File: config.mk
export PLATFORM = sky130hd
export DESIGN_NAME = virtual_watchdog_fit_timer_top
export DESIGN_NICKNAME = d
export VERILOG_FILES = /design/src/vwft_pkg.sv /design/src/vwft_core.sv /design/src/virtual_watchdog_fit_timer_top.sv
export SDC_FILE = /design/constraint.sdc
export NUM_CORES = 1
export LEC_CHECK = 0
export BUFFER_PORTS_ARGS = -buffer_cell sky130_fd_sc_hd__buf_2
export CAP_MARGIN = 20
export CORE_MARGIN = 10
export CORE_UTILIZATION = 45
export DETAILED_ROUTE_END_ITERATION = 12
export PLACE_DENSITY = 0.62
export SETUP_SLACK_MARGIN = 0.3
export SLEW_MARGIN = 20
export SYNTH_ARGS = -nofsm -noshare
export SYNTH_HDL_FRONTEND = slang
export SYNTH_SLANG_ARGS = --single-unit
File: constraint.sdc
create_clock -name aclk -period 3.8 [get_ports aclk]
set_input_delay 0.38 -clock aclk [delete_from_list [all_inputs] [get_ports aclk]]
set_output_delay 0.38 -clock aclk [all_outputs]
set_load 0.02 [all_outputs]
File: src/vwft_pkg.sv
`default_nettype none
package vwft_pkg;

    // Operation codes carried on the func field
    localparam logic [2:0] FUNC_TICK      = 3'd0;
    localparam logic [2:0] FUNC_WRITE_CTL = 3'd1;
    localparam logic [2:0] FUNC_CLEAR_ST  = 3'd2;
    localparam logic [2:0] FUNC_DEC_EXP   = 3'd3;
    localparam logic [2:0] FUNC_READ_ST   = 3'd4;

    // Final expiry action codes
    localparam logic [1:0] ACT_NONE    = 2'd0;
    localparam logic [1:0] ACT_NOTIFY  = 2'd1;
    localparam logic [1:0] ACT_STOP    = 2'd2;
    localparam logic [1:0] ACT_RESTART = 2'd3;

    // One input item
    typedef struct packed {
        logic [2:0]  func;
        logic [63:0] timebase;
        logic [5:0]  fit_period_code;
        logic [5:0]  wd_period_code;
        logic [1:0]  reset_ctl;
        logic        wd_int_enable;
        logic        fit_int_enable;
        logic        dec_int_enable;
        logic        clear_dis;
        logic        clear_fis;
        logic        clear_wis;
        logic        clear_enw;
    } req_t;

    // One result item
    typedef struct packed {
        logic       fit_irq;
        logic       wd_irq;
        logic       dec_irq;
        logic [1:0] wd_action_out;
        logic       status_dis;
        logic       status_fis;
        logic       status_wis;
        logic       status_enw;
        logic [1:0] reset_status;
        logic [5:0] hw_period_code;
    } res_t;

endpackage
`default_nettype wire

File: src/vwft_core.sv
`default_nettype none
module vwft_core (
    input  wire logic          aclk,
    input  wire logic          aresetn,
    input  wire logic          advance,
    input  wire vwft_pkg::req_t req,
    input  wire logic [1:0]    expiry_action,
    output vwft_pkg::res_t     res
);
    import vwft_pkg::*;

    logic [63:0] prev_tb_reg, prev_tb_next;
    logic [5:0]  fit_code_reg, fit_code_next;
    logic [5:0]  wd_code_reg, wd_code_next;
    logic [5:0]  hw_code_reg, hw_code_next;
    logic [1:0]  rst_ctl_reg, rst_ctl_next;
    logic [1:0]  saved_rst_reg, saved_rst_next;
    // enables: die, fie, wie
    logic        die_reg, die_next, fie_reg, fie_next, wie_reg, wie_next;
    // status: dis, fis, wis, enw
    logic        dis_reg, dis_next, fis_reg, fis_next;
    logic        wis_reg, wis_next, enw_reg, enw_next;

    logic [5:0]  fit_bit, wd_bit, hw_bit;
    logic        fit_rose, wd_rose;
    logic        fit_irq, wd_irq, dec_irq;
    logic [1:0]  action;

    // Watched bit index is 63 minus code, i.e. the inverted code
    assign fit_bit = ~fit_code_reg;
    assign wd_bit  = ~wd_code_reg;
    assign hw_bit  = ~hw_code_reg;

    // Rising edge of the watched bit, hardware period bit masked from the old value
    assign fit_rose = !((fit_bit != hw_bit) && prev_tb_reg[fit_bit]) && req.timebase[fit_bit];
    assign wd_rose  = !((wd_bit != hw_bit) && prev_tb_reg[wd_bit]) && req.timebase[wd_bit];

    // Next state and result
    always_comb begin
        prev_tb_next   = prev_tb_reg;
        fit_code_next  = fit_code_reg;
        wd_code_next   = wd_code_reg;
        hw_code_next   = hw_code_reg;
        rst_ctl_next   = rst_ctl_reg;
        saved_rst_next = saved_rst_reg;
        die_next       = die_reg;
        fie_next       = fie_reg;
        wie_next       = wie_reg;
        dis_next       = dis_reg;
        fis_next       = fis_reg;
        wis_next       = wis_reg;
        enw_next       = enw_reg;
        fit_irq        = 1'b0;
        wd_irq         = 1'b0;
        dec_irq        = 1'b0;
        action         = ACT_NONE;
        case (req.func)
            FUNC_TICK: begin
                if (fit_rose) begin
                    fis_next = 1'b1;
                    fit_irq  = fie_reg;
                end
                if (wd_rose) begin
                    case ({enw_reg, wis_reg})
                        2'b00: enw_next = 1'b1;
                        2'b10: begin
                            wis_next = 1'b1;
                            wd_irq   = wie_reg;
                        end
                        2'b01: enw_next = 1'b1;
                        default: begin
                            // final expiry
                            if (rst_ctl_reg != 2'd0) begin
                                action = expiry_action;
                                if (expiry_action == ACT_RESTART)
                                    saved_rst_next = rst_ctl_reg;
                            end
                        end
                    endcase
                end
                prev_tb_next = req.timebase;
            end
            FUNC_WRITE_CTL: begin
                fit_code_next = req.fit_period_code;
                wd_code_next  = req.wd_period_code;
                if (rst_ctl_reg == 2'd0)
                    rst_ctl_next = req.reset_ctl;
                wie_next = req.wd_int_enable;
                fie_next = req.fit_int_enable;
                die_next = req.dec_int_enable;
                // re-raise pending interrupts
                wd_irq   = req.wd_int_enable && wis_reg;
                fit_irq  = req.fit_int_enable && fis_reg;
                dec_irq  = req.dec_int_enable && dis_reg;
                hw_code_next = (req.fit_period_code > req.wd_period_code) ?
                               req.fit_period_code : req.wd_period_code;
            end
            FUNC_CLEAR_ST: begin
                if (req.clear_dis) dis_next = 1'b0;
                if (req.clear_fis) fis_next = 1'b0;
                if (req.clear_wis) wis_next = 1'b0;
                if (req.clear_enw) enw_next = 1'b0;
                saved_rst_next = 2'd0;
            end
            FUNC_DEC_EXP: begin
                dis_next = 1'b1;
                dec_irq  = 1'b1;
            end
            default: begin
                // read status and unused codes leave state alone
            end
        endcase

        res.fit_irq        = fit_irq;
        res.wd_irq         = wd_irq;
        res.dec_irq        = dec_irq;
        res.wd_action_out  = action;
        res.status_dis     = dis_next;
        res.status_fis     = fis_next;
        res.status_wis     = wis_next;
        res.status_enw     = enw_next;
        res.reset_status   = saved_rst_next;
        res.hw_period_code = hw_code_next;
    end

    // State update on each item leaving the input register
    always_ff @(posedge aclk) begin
        if (!aresetn) begin
            prev_tb_reg   <= '0;
            fit_code_reg  <= '0;
            wd_code_reg   <= '0;
            hw_code_reg   <= '0;
            rst_ctl_reg   <= '0;
            saved_rst_reg <= '0;
            die_reg       <= 1'b0;
            fie_reg       <= 1'b0;
            wie_reg       <= 1'b0;
            dis_reg       <= 1'b0;
            fis_reg       <= 1'b0;
            wis_reg       <= 1'b0;
            enw_reg       <= 1'b0;
        end else if (advance) begin
            prev_tb_reg   <= prev_tb_next;
            fit_code_reg  <= fit_code_next;
            wd_code_reg   <= wd_code_next;
            hw_code_reg   <= hw_code_next;
            rst_ctl_reg   <= rst_ctl_next;
            saved_rst_reg <= saved_rst_next;
            die_reg       <= die_next;
            fie_reg       <= fie_next;
            wie_reg       <= wie_next;
            dis_reg       <= dis_next;
            fis_reg       <= fis_next;
            wis_reg       <= wis_next;
            enw_reg       <= enw_next;
        end
    end

endmodule
`default_nettype wire

File: src/virtual_watchdog_fit_timer_top.sv
// Virtual watchdog and fixed-interval timer, one guest core.
// Flow: an item passes the input register, then the result register, where its result
// waits while m_ready holds it.
// Throughput: one item per cycle unless m_ready stalls; the state update is one compare-and-select pass.
// Reset: aresetn is synchronous, active low; it clears all timer state, the
// expiry action register and both valid flags.
`default_nettype none
module virtual_watchdog_fit_timer_top (
    input  wire logic        aclk,
    input  wire logic        aresetn,
    // configuration
    input  wire logic        cfg_valid,
    output logic             cfg_ready,
    input  wire logic [1:0]  cfg_data,
    // input items
    input  wire logic        s_valid,
    output logic             s_ready,
    input  wire logic [2:0]  s_func,
    input  wire logic [63:0] s_timebase,
    input  wire logic [5:0]  s_fit_period_code,
    input  wire logic [5:0]  s_wd_period_code,
    input  wire logic [1:0]  s_reset_ctl,
    input  wire logic        s_wd_int_enable,
    input  wire logic        s_fit_int_enable,
    input  wire logic        s_dec_int_enable,
    input  wire logic        s_clear_dis,
    input  wire logic        s_clear_fis,
    input  wire logic        s_clear_wis,
    input  wire logic        s_clear_enw,
    // result items
    output logic             m_valid,
    input  wire logic        m_ready,
    output logic             m_fit_irq,
    output logic             m_wd_irq,
    output logic             m_dec_irq,
    output logic [1:0]       m_wd_action_out,
    output logic             m_status_dis,
    output logic             m_status_fis,
    output logic             m_status_wis,
    output logic             m_status_enw,
    output logic [1:0]       m_reset_status,
    output logic [5:0]       m_hw_period_code
);
    import vwft_pkg::*;

    logic [1:0] expiry_action_reg;
    logic       in_valid_reg;
    req_t       in_req_reg;
    logic       out_valid_reg;
    res_t       out_res_reg;
    res_t       core_res;
    logic       advance;

    // Configuration register, always ready
    assign cfg_ready = 1'b1;
    always_ff @(posedge aclk) begin
        if (!aresetn) begin
            expiry_action_reg <= ACT_NONE;
        end else if (cfg_valid) begin
            expiry_action_reg <= cfg_data;
        end
    end

    // Item moves to the result register when that register is free or drains
    assign advance = in_valid_reg && (!out_valid_reg || m_ready);
    assign s_ready = !in_valid_reg || advance;

    // Input register
    always_ff @(posedge aclk) begin
        if (!aresetn) begin
            in_valid_reg <= 1'b0;
        end else if (s_ready) begin
            in_valid_reg <= s_valid;
        end
    end

    always_ff @(posedge aclk) begin
        if (s_valid && s_ready) begin
            in_req_reg.func            <= s_func;
            in_req_reg.timebase        <= s_timebase;
            in_req_reg.fit_period_code <= s_fit_period_code;
            in_req_reg.wd_period_code  <= s_wd_period_code;
            in_req_reg.reset_ctl       <= s_reset_ctl;
            in_req_reg.wd_int_enable   <= s_wd_int_enable;
            in_req_reg.fit_int_enable  <= s_fit_int_enable;
            in_req_reg.dec_int_enable  <= s_dec_int_enable;
            in_req_reg.clear_dis       <= s_clear_dis;
            in_req_reg.clear_fis       <= s_clear_fis;
            in_req_reg.clear_wis       <= s_clear_wis;
            in_req_reg.clear_enw       <= s_clear_enw;
        end
    end

    vwft_core u_core (
        .aclk          (aclk),
        .aresetn       (aresetn),
        .advance       (advance),
        .req           (in_req_reg),
        .expiry_action (expiry_action_reg),
        .res           (core_res)
    );

    // Result register
    always_ff @(posedge aclk) begin
        if (!aresetn) begin
            out_valid_reg <= 1'b0;
        end else if (advance) begin
            out_valid_reg <= 1'b1;
        end else if (m_ready) begin
            out_valid_reg <= 1'b0;
        end
    end

    always_ff @(posedge aclk) begin
        if (advance) begin
            out_res_reg <= core_res;
        end
    end

    assign m_valid          = out_valid_reg;
    assign m_fit_irq        = out_res_reg.fit_irq;
    assign m_wd_irq         = out_res_reg.wd_irq;
    assign m_dec_irq        = out_res_reg.dec_irq;
    assign m_wd_action_out  = out_res_reg.wd_action_out;
    assign m_status_dis     = out_res_reg.status_dis;
    assign m_status_fis     = out_res_reg.status_fis;
    assign m_status_wis     = out_res_reg.status_wis;
    assign m_status_enw     = out_res_reg.status_enw;
    assign m_reset_status   = out_res_reg.reset_status;
    assign m_hw_period_code = out_res_reg.hw_period_code;

endmodule
`default_nettype wire

Word level (Yosys, flattened, before mapping)
Cells that the tools add are included.
{"block": "word_totals", "reg_bits": 201, "out_inout_bits": 20}
{"block": "op_classes", "order_cmp": 3, "eq_ne": 8, "n_mux": 36, "bitwise_logic": 6, "n_reduce_logical": 26}
{"operator": "binary-select mux 1 bit (select 6 bit)", "count": 4}
{"operator": "two-way mux 1 bit", "count": 18}
{"operator": "inverter 6 bit", "count": 3}
{"operator": "less-than comparator 6 x 7 -> 1 bit (second input constant)", "count": 2}
{"operator": "one-hot mux 1 bit (2 select lines)", "count": 7}
{"operator": "two-way mux 6 bit", "count": 2}
{"operator": "!= test 6 bit", "count": 2}
{"operator": "logical AND 1 bit", "count": 9}
{"operator": "two-way mux 2 bit", "count": 4}
{"operator": "equality test 3 x 2 -> 1 bit (second input constant)", "count": 2}
{"operator": "> comparator 6 bit", "count": 1}
{"operator": "OR reduction 6 bit", "count": 1}
{"operator": "equality test 2 bit (second input constant)", "count": 2}
{"operator": "zero test 1 bit", "count": 4}
{"operator": "zero test 2 bit", "count": 2}
{"operator": "one-hot mux 2 bit (2 select lines)", "count": 1}
{"operator": "AND reduction 2 bit", "count": 2}
{"operator": "nonzero test 2 bit", "count": 2}
{"operator": "equality test 3 x 1 -> 1 bit (second input constant)", "count": 1}
{"operator": "zero test 3 bit", "count": 1}
{"operator": "inverter 1 bit", "count": 3}
{"operator": "AND reduction 3 bit", "count": 1}
{"operator": "OR reduction 3 bit", "count": 1}
{"operator": "equality test 2 x 1 -> 1 bit (second input constant)", "count": 1}
{"operator": "other kinds (2)", "count": 3}

Longest topological paths before layout
{"block": "logic_depth", "depth_word": 8, "mapped_depth": 11, "depth_no_buf": 10}

Cells and area by module
Synthesis repeated with hierarchy kept, for this count alone.
{"block": "hier_totals", "hier_cells": 774, "hier_area_um2": 9679.3}
{"mod": "vwft_core", "n_inst": 1, "cells_each": 652, "area_each_um2": 6338.6, "seq_area_each_um2": 1841.8}
{"mod": "virtual_watchdog_fit_timer_top", "n_inst": 1, "cells_each": 122, "area_each_um2": 3340.7, "seq_area_each_um2": 3233.1}

Worst setup path before layout
OpenSTA, ideal clock, no wires.
{"block": "synth_timing", "path_kind": "register to register", "start": "reg out_valid_reg, in the netlist m_valid", "end": "reg in_req_reg[0] (netlist bit) (enable)", "setup_time_ps": 456, "arrival_time_ps": 2814, "required_ps": 3344, "slack_ps": 530, "stages_incl_launch_ff": 4, "path_buffers": 0, "period_less_slack_ps": 3270, "path_cell_list": "dfxtp_1 nor2b_1 nand2_1 and2_1"}
{"block": "synth_between", "elab_chain_cells": 5}
{"item": "start: declaration", "line": "virtual_watchdog_fit_timer_top.sv:49", "text": "logic out_valid_reg;"}
{"item": "start signal: assignment", "line": "virtual_watchdog_fit_timer_top.sv:106", "text": "out_valid_reg <= 1'b0;"}
{"item": "start signal: assignment", "line": "virtual_watchdog_fit_timer_top.sv:108", "text": "out_valid_reg <= 1'b1;"}
{"item": "start signal: assignment", "line": "virtual_watchdog_fit_timer_top.sv:110", "text": "out_valid_reg <= 1'b0;"}
{"item": "zero test 1 bit", "line": "virtual_watchdog_fit_timer_top.sv:65", "text": "assign advance = in_valid_reg && (!out_valid_reg || m_ready);"}
{"item": "logical OR 1 bit", "line": "virtual_watchdog_fit_timer_top.sv:65"}
{"item": "logical AND 1 bit", "line": "virtual_watchdog_fit_timer_top.sv:65"}
{"item": "logical OR 1 bit", "line": "virtual_watchdog_fit_timer_top.sv:66", "text": "assign s_ready = !in_valid_reg || advance;"}
{"item": "via s_ready", "line": "virtual_watchdog_fit_timer_top.sv:17", "text": "output logic s_ready,"}
{"item": "logical AND 1 bit", "line": "virtual_watchdog_fit_timer_top.sv:78", "text": "if (s_valid && s_ready) begin"}
{"item": "end: declaration", "line": "virtual_watchdog_fit_timer_top.sv:48", "text": "req_t in_req_reg;"}
The timed path passes the listed nets, and every way through them passes these cells.
A chain may end at the register's enable or synchronous reset.

==> results.cfg <==
[outcome]
status = finished clean

[synth]
synthSimpleGateAreaFrac_pct = 10.50
ys_ff_latch = 201
synth_top_family_by_area = multiplexers
yosysSeqAreaShare_pct = 52.66
async_reset_ff_share_pct = 0
synth_largest_area_cell = edfxtp_1
syn_area_um2 = 9637
yosys-mux-area-fraction_pct = 20.09
synth_cell_types = 53
syn-instance-count = 777
dominantRegCellSynth = edfxtp_1
synth-xor-area-share_pct = 1.091
synth_nets = 883
synth-compound-area-share_pct = 10.76
synth_area_leaders = edfxtp_1 33%, dfxtp_1 20%, mux4_2 17%
yosysWarnings = 0
synth_top_area_share_pct = 32.72
synth_edf_count = 105
avgSynthCellArea_um2 = 12.40
synthAdderAreaFrac_pct = 1.428

[floorplan]
pin_count = 115
core_um2 = 21020
start_util_pct = 45.84
die_area_um2 = 27670
row_count = 53
die_w_um = 166.3
die_h_um = 166.3

[placed_design]
gp_congestion = 0.8289
hpwl_um = 15900
io_buffers = 113

[worst_setup_path]
required_ns = 4.04
regToRegSetupSlack_ns = 0.83
r2r-end = m_status_enw
ff2ff_path_depth = 9
crit_type = register to register
crit_path_end_kind = register
crit_path_start_kind = register
arrival_ns = 3.21
reg2reg_from = u_core.wd_code_reg[0]
critPathMaxFanout = 19

[global_route]
grt_pass1_vias = 6700
grt_antenna_before_repair = 0
overflow = 0
grt_max_degree = 99
grt_pass1_wl_um = 37300
grtUsageTotal_pct = 16.13

[timing]
maxSlewViolCount = 0
max_freq_ghz = 0.3366
finClkSkew_ns = 0.01131
setup_violations = 0
min_period_over_period_pct = 78.18
tightest_slew_ns = 1.027
hold_ws_ns = 0.04976
tns_ns = 0
relSlewSlack_pct = 31.56
rsz0062_at_grt = false
hold_violations = 0
finalCriticalPeriod_ns = 2.971

[route]
drt_iter0_markers = 585
routed_wl_um = 22400
antenna_left = 0
dr.pass1.iters = 5
dr_total_vias = 6370
vias_per_cell = 5.440
wl_per_cell_um = 19.13
drc = 0

[hold_path]
hold_class = primary input to register
hp-start = s_timebase[20]
min_to = in_req_reg[41]
hold_depth = 1

[run]
cap_violations = 0

[power]
leakage_nw = 3.832
powerDensity_nw_per_um2 = 431.2
ir_drop_v = 0.0003703

[final_layout]
fin_nets = 986
drive_gt1_share_pct = 28.24
n_fill_cell = 1766
antenna-diode-count = 0
area_growth_pct = 15.84
largest_reg_flops = 88

[cts]
clk_path_buf_depth = 3
cts_setup_buffers = 0
cts_tree = built
cts_buffers = 23
worstSkewPairLatency_ns = 0.50
h-tree-depth = 1
clock-sinks = 201
path_clk_slew_ns = 0.06
ctsResizeCount = 0
root_buffer = clkbuf_16
ctsHoldBuffers = 0
report_power, final:
part	internal, mW	switching (mW)	total (mW)	leakage, nW
registers	2.37	0.0725	2.45	1.80
logic	0.148	0.149	0.297	1.69
clock network	1.23	0.841	2.07	0.339
total	3.75	1.06	4.81	3.83
cell usage after synthesis, drive strengths merged (2+ instances only):
| master | n |
|---|---|
| a211oi | 6 |
| a21boi | 79 |
| a21oi | 15 |
| a31oi | 4 |
| and2 | 3 |
| buf | 22 |
| clkbuf | 32 |
| dfxtp | 96 |
| edfxtp | 105 |
| ha | 11 |
| inv | 14 |
| mux2 | 6 |
| mux2i | 22 |
| mux4 | 73 |
| nand2 | 175 |
| nand2b | 5 |
| nand3 | 6 |
| nand3b | 3 |
| nand4 | 3 |
| nor2 | 14 |
| nor2b | 11 |
| nor3 | 5 |
| nor3b | 2 |
| nor4 | 2 |
| nor4b | 2 |
| o211ai | 3 |
| o21a | 5 |
| o21ai | 19 |
| o22ai | 3 |
| o31ai | 3 |
| o32ai | 4 |
| or3 | 2 |
| xnor2 | 8 |
| xor2 | 4 |
worst max path at each step:
stage                                     start             to  slack (ns)  cells after the start
after floorplan                         m_valid  in_req_reg[0]        0.53                      3
after global placement    u_core.wd_code_reg[0]   m_status_enw        0.87                      9
after detailed placement  u_core.wd_code_reg[0]       m_wd_irq        0.82                      9
after CTS                 u_core.wd_code_reg[0]       m_wd_irq        0.79                      9
after global routing      u_core.wd_code_reg[0]       m_wd_irq        0.56                      9
final                     u_core.wd_code_reg[0]   m_status_enw        0.83                      9
logic make-up (layout without fill, tap and decap cells):
family | after synthesis | after routing
AND/OR/NAND/NOR | 234 | 234
AO/OA/AOI/OAI | 148 | 148
XOR/XNOR | 12 | 12
other | 1 | 1
buffers and inverters | 69 | 188
flip-flops | 201 | 201
adder cells (fa/ha/maj) | 11 | 11
multiplexers | 101 | 101
metrics by stage:
step	cells	power, mW	instance area, um^2	utilization (%)	setup WS [ns]
5_1_grt	1171	5.009	11160	53.10	0.5600
4_1_cts	1171	4.870	11160	53.10	0.7921
3_3_place_gp	1130	2.788	10460	49.75	0.8721
6_report	1171	4.814	11160	53.10	0.8291
2_1_floorplan	777	2.658	9637	-	0.5300
3_5_place_dp	1130	2.791	10460	49.75	0.8211
per-layer routing:
layer / vias to the layer above / wire length, um / part of all wire, % / GRT usage, %
met3: 33 / 1131 / 5.0 / 3.076
met1: 3097 / 10460 / 47 / 22.57
met4: 0 / 416 / 1.9 / 3.742
li1: 3076 / - / - / -
met2: 164 / 10390 / 46 / 25.40
met5: - / 0 / 0 / 0
layout by cell type (no fill, tap or decap), drive strengths merged, types with 5 or more instances in the layout:
cell type	count
nor2b	11
mux4	73
o21ai	19
clkbuf	34
xnor2	8
inv	15
a211oi	6
mux2i	22
mux2	6
dfxtp	96
nand2	175
nand2b	5
ha	11
nand3	6
nor2	14
a21boi	79
o21a	5
buf	132
a21oi	15
nor3	5
edfxtp	105
final cells by class:
class,instances,area [um^2],area share (%)
multi-input cells,507,4243,38.01
inverters,15,56.30,0.5044
repair buffers,132,735.7,6.590
flip-flops and latches,201,5079,45.49
clock inverters,7,68.82,0.6165
clock buffers,34,636.9,5.705
well taps,275,344.1,3.082
worst max-delay path, cell delays in order (launching register included):
cell and delay, ns:
dfxtp_2 0.67, buf_4 0.37, mux4_2 0.55, mux2i_1 0.14, mux2i_1 0.13, o211ai_1 0.13
o211a_1 0.26, nor2_1 0.07, nand2_1 0.23, o21ai_0 0.13
Note: power is estimated with default switching activity, not from simulation.
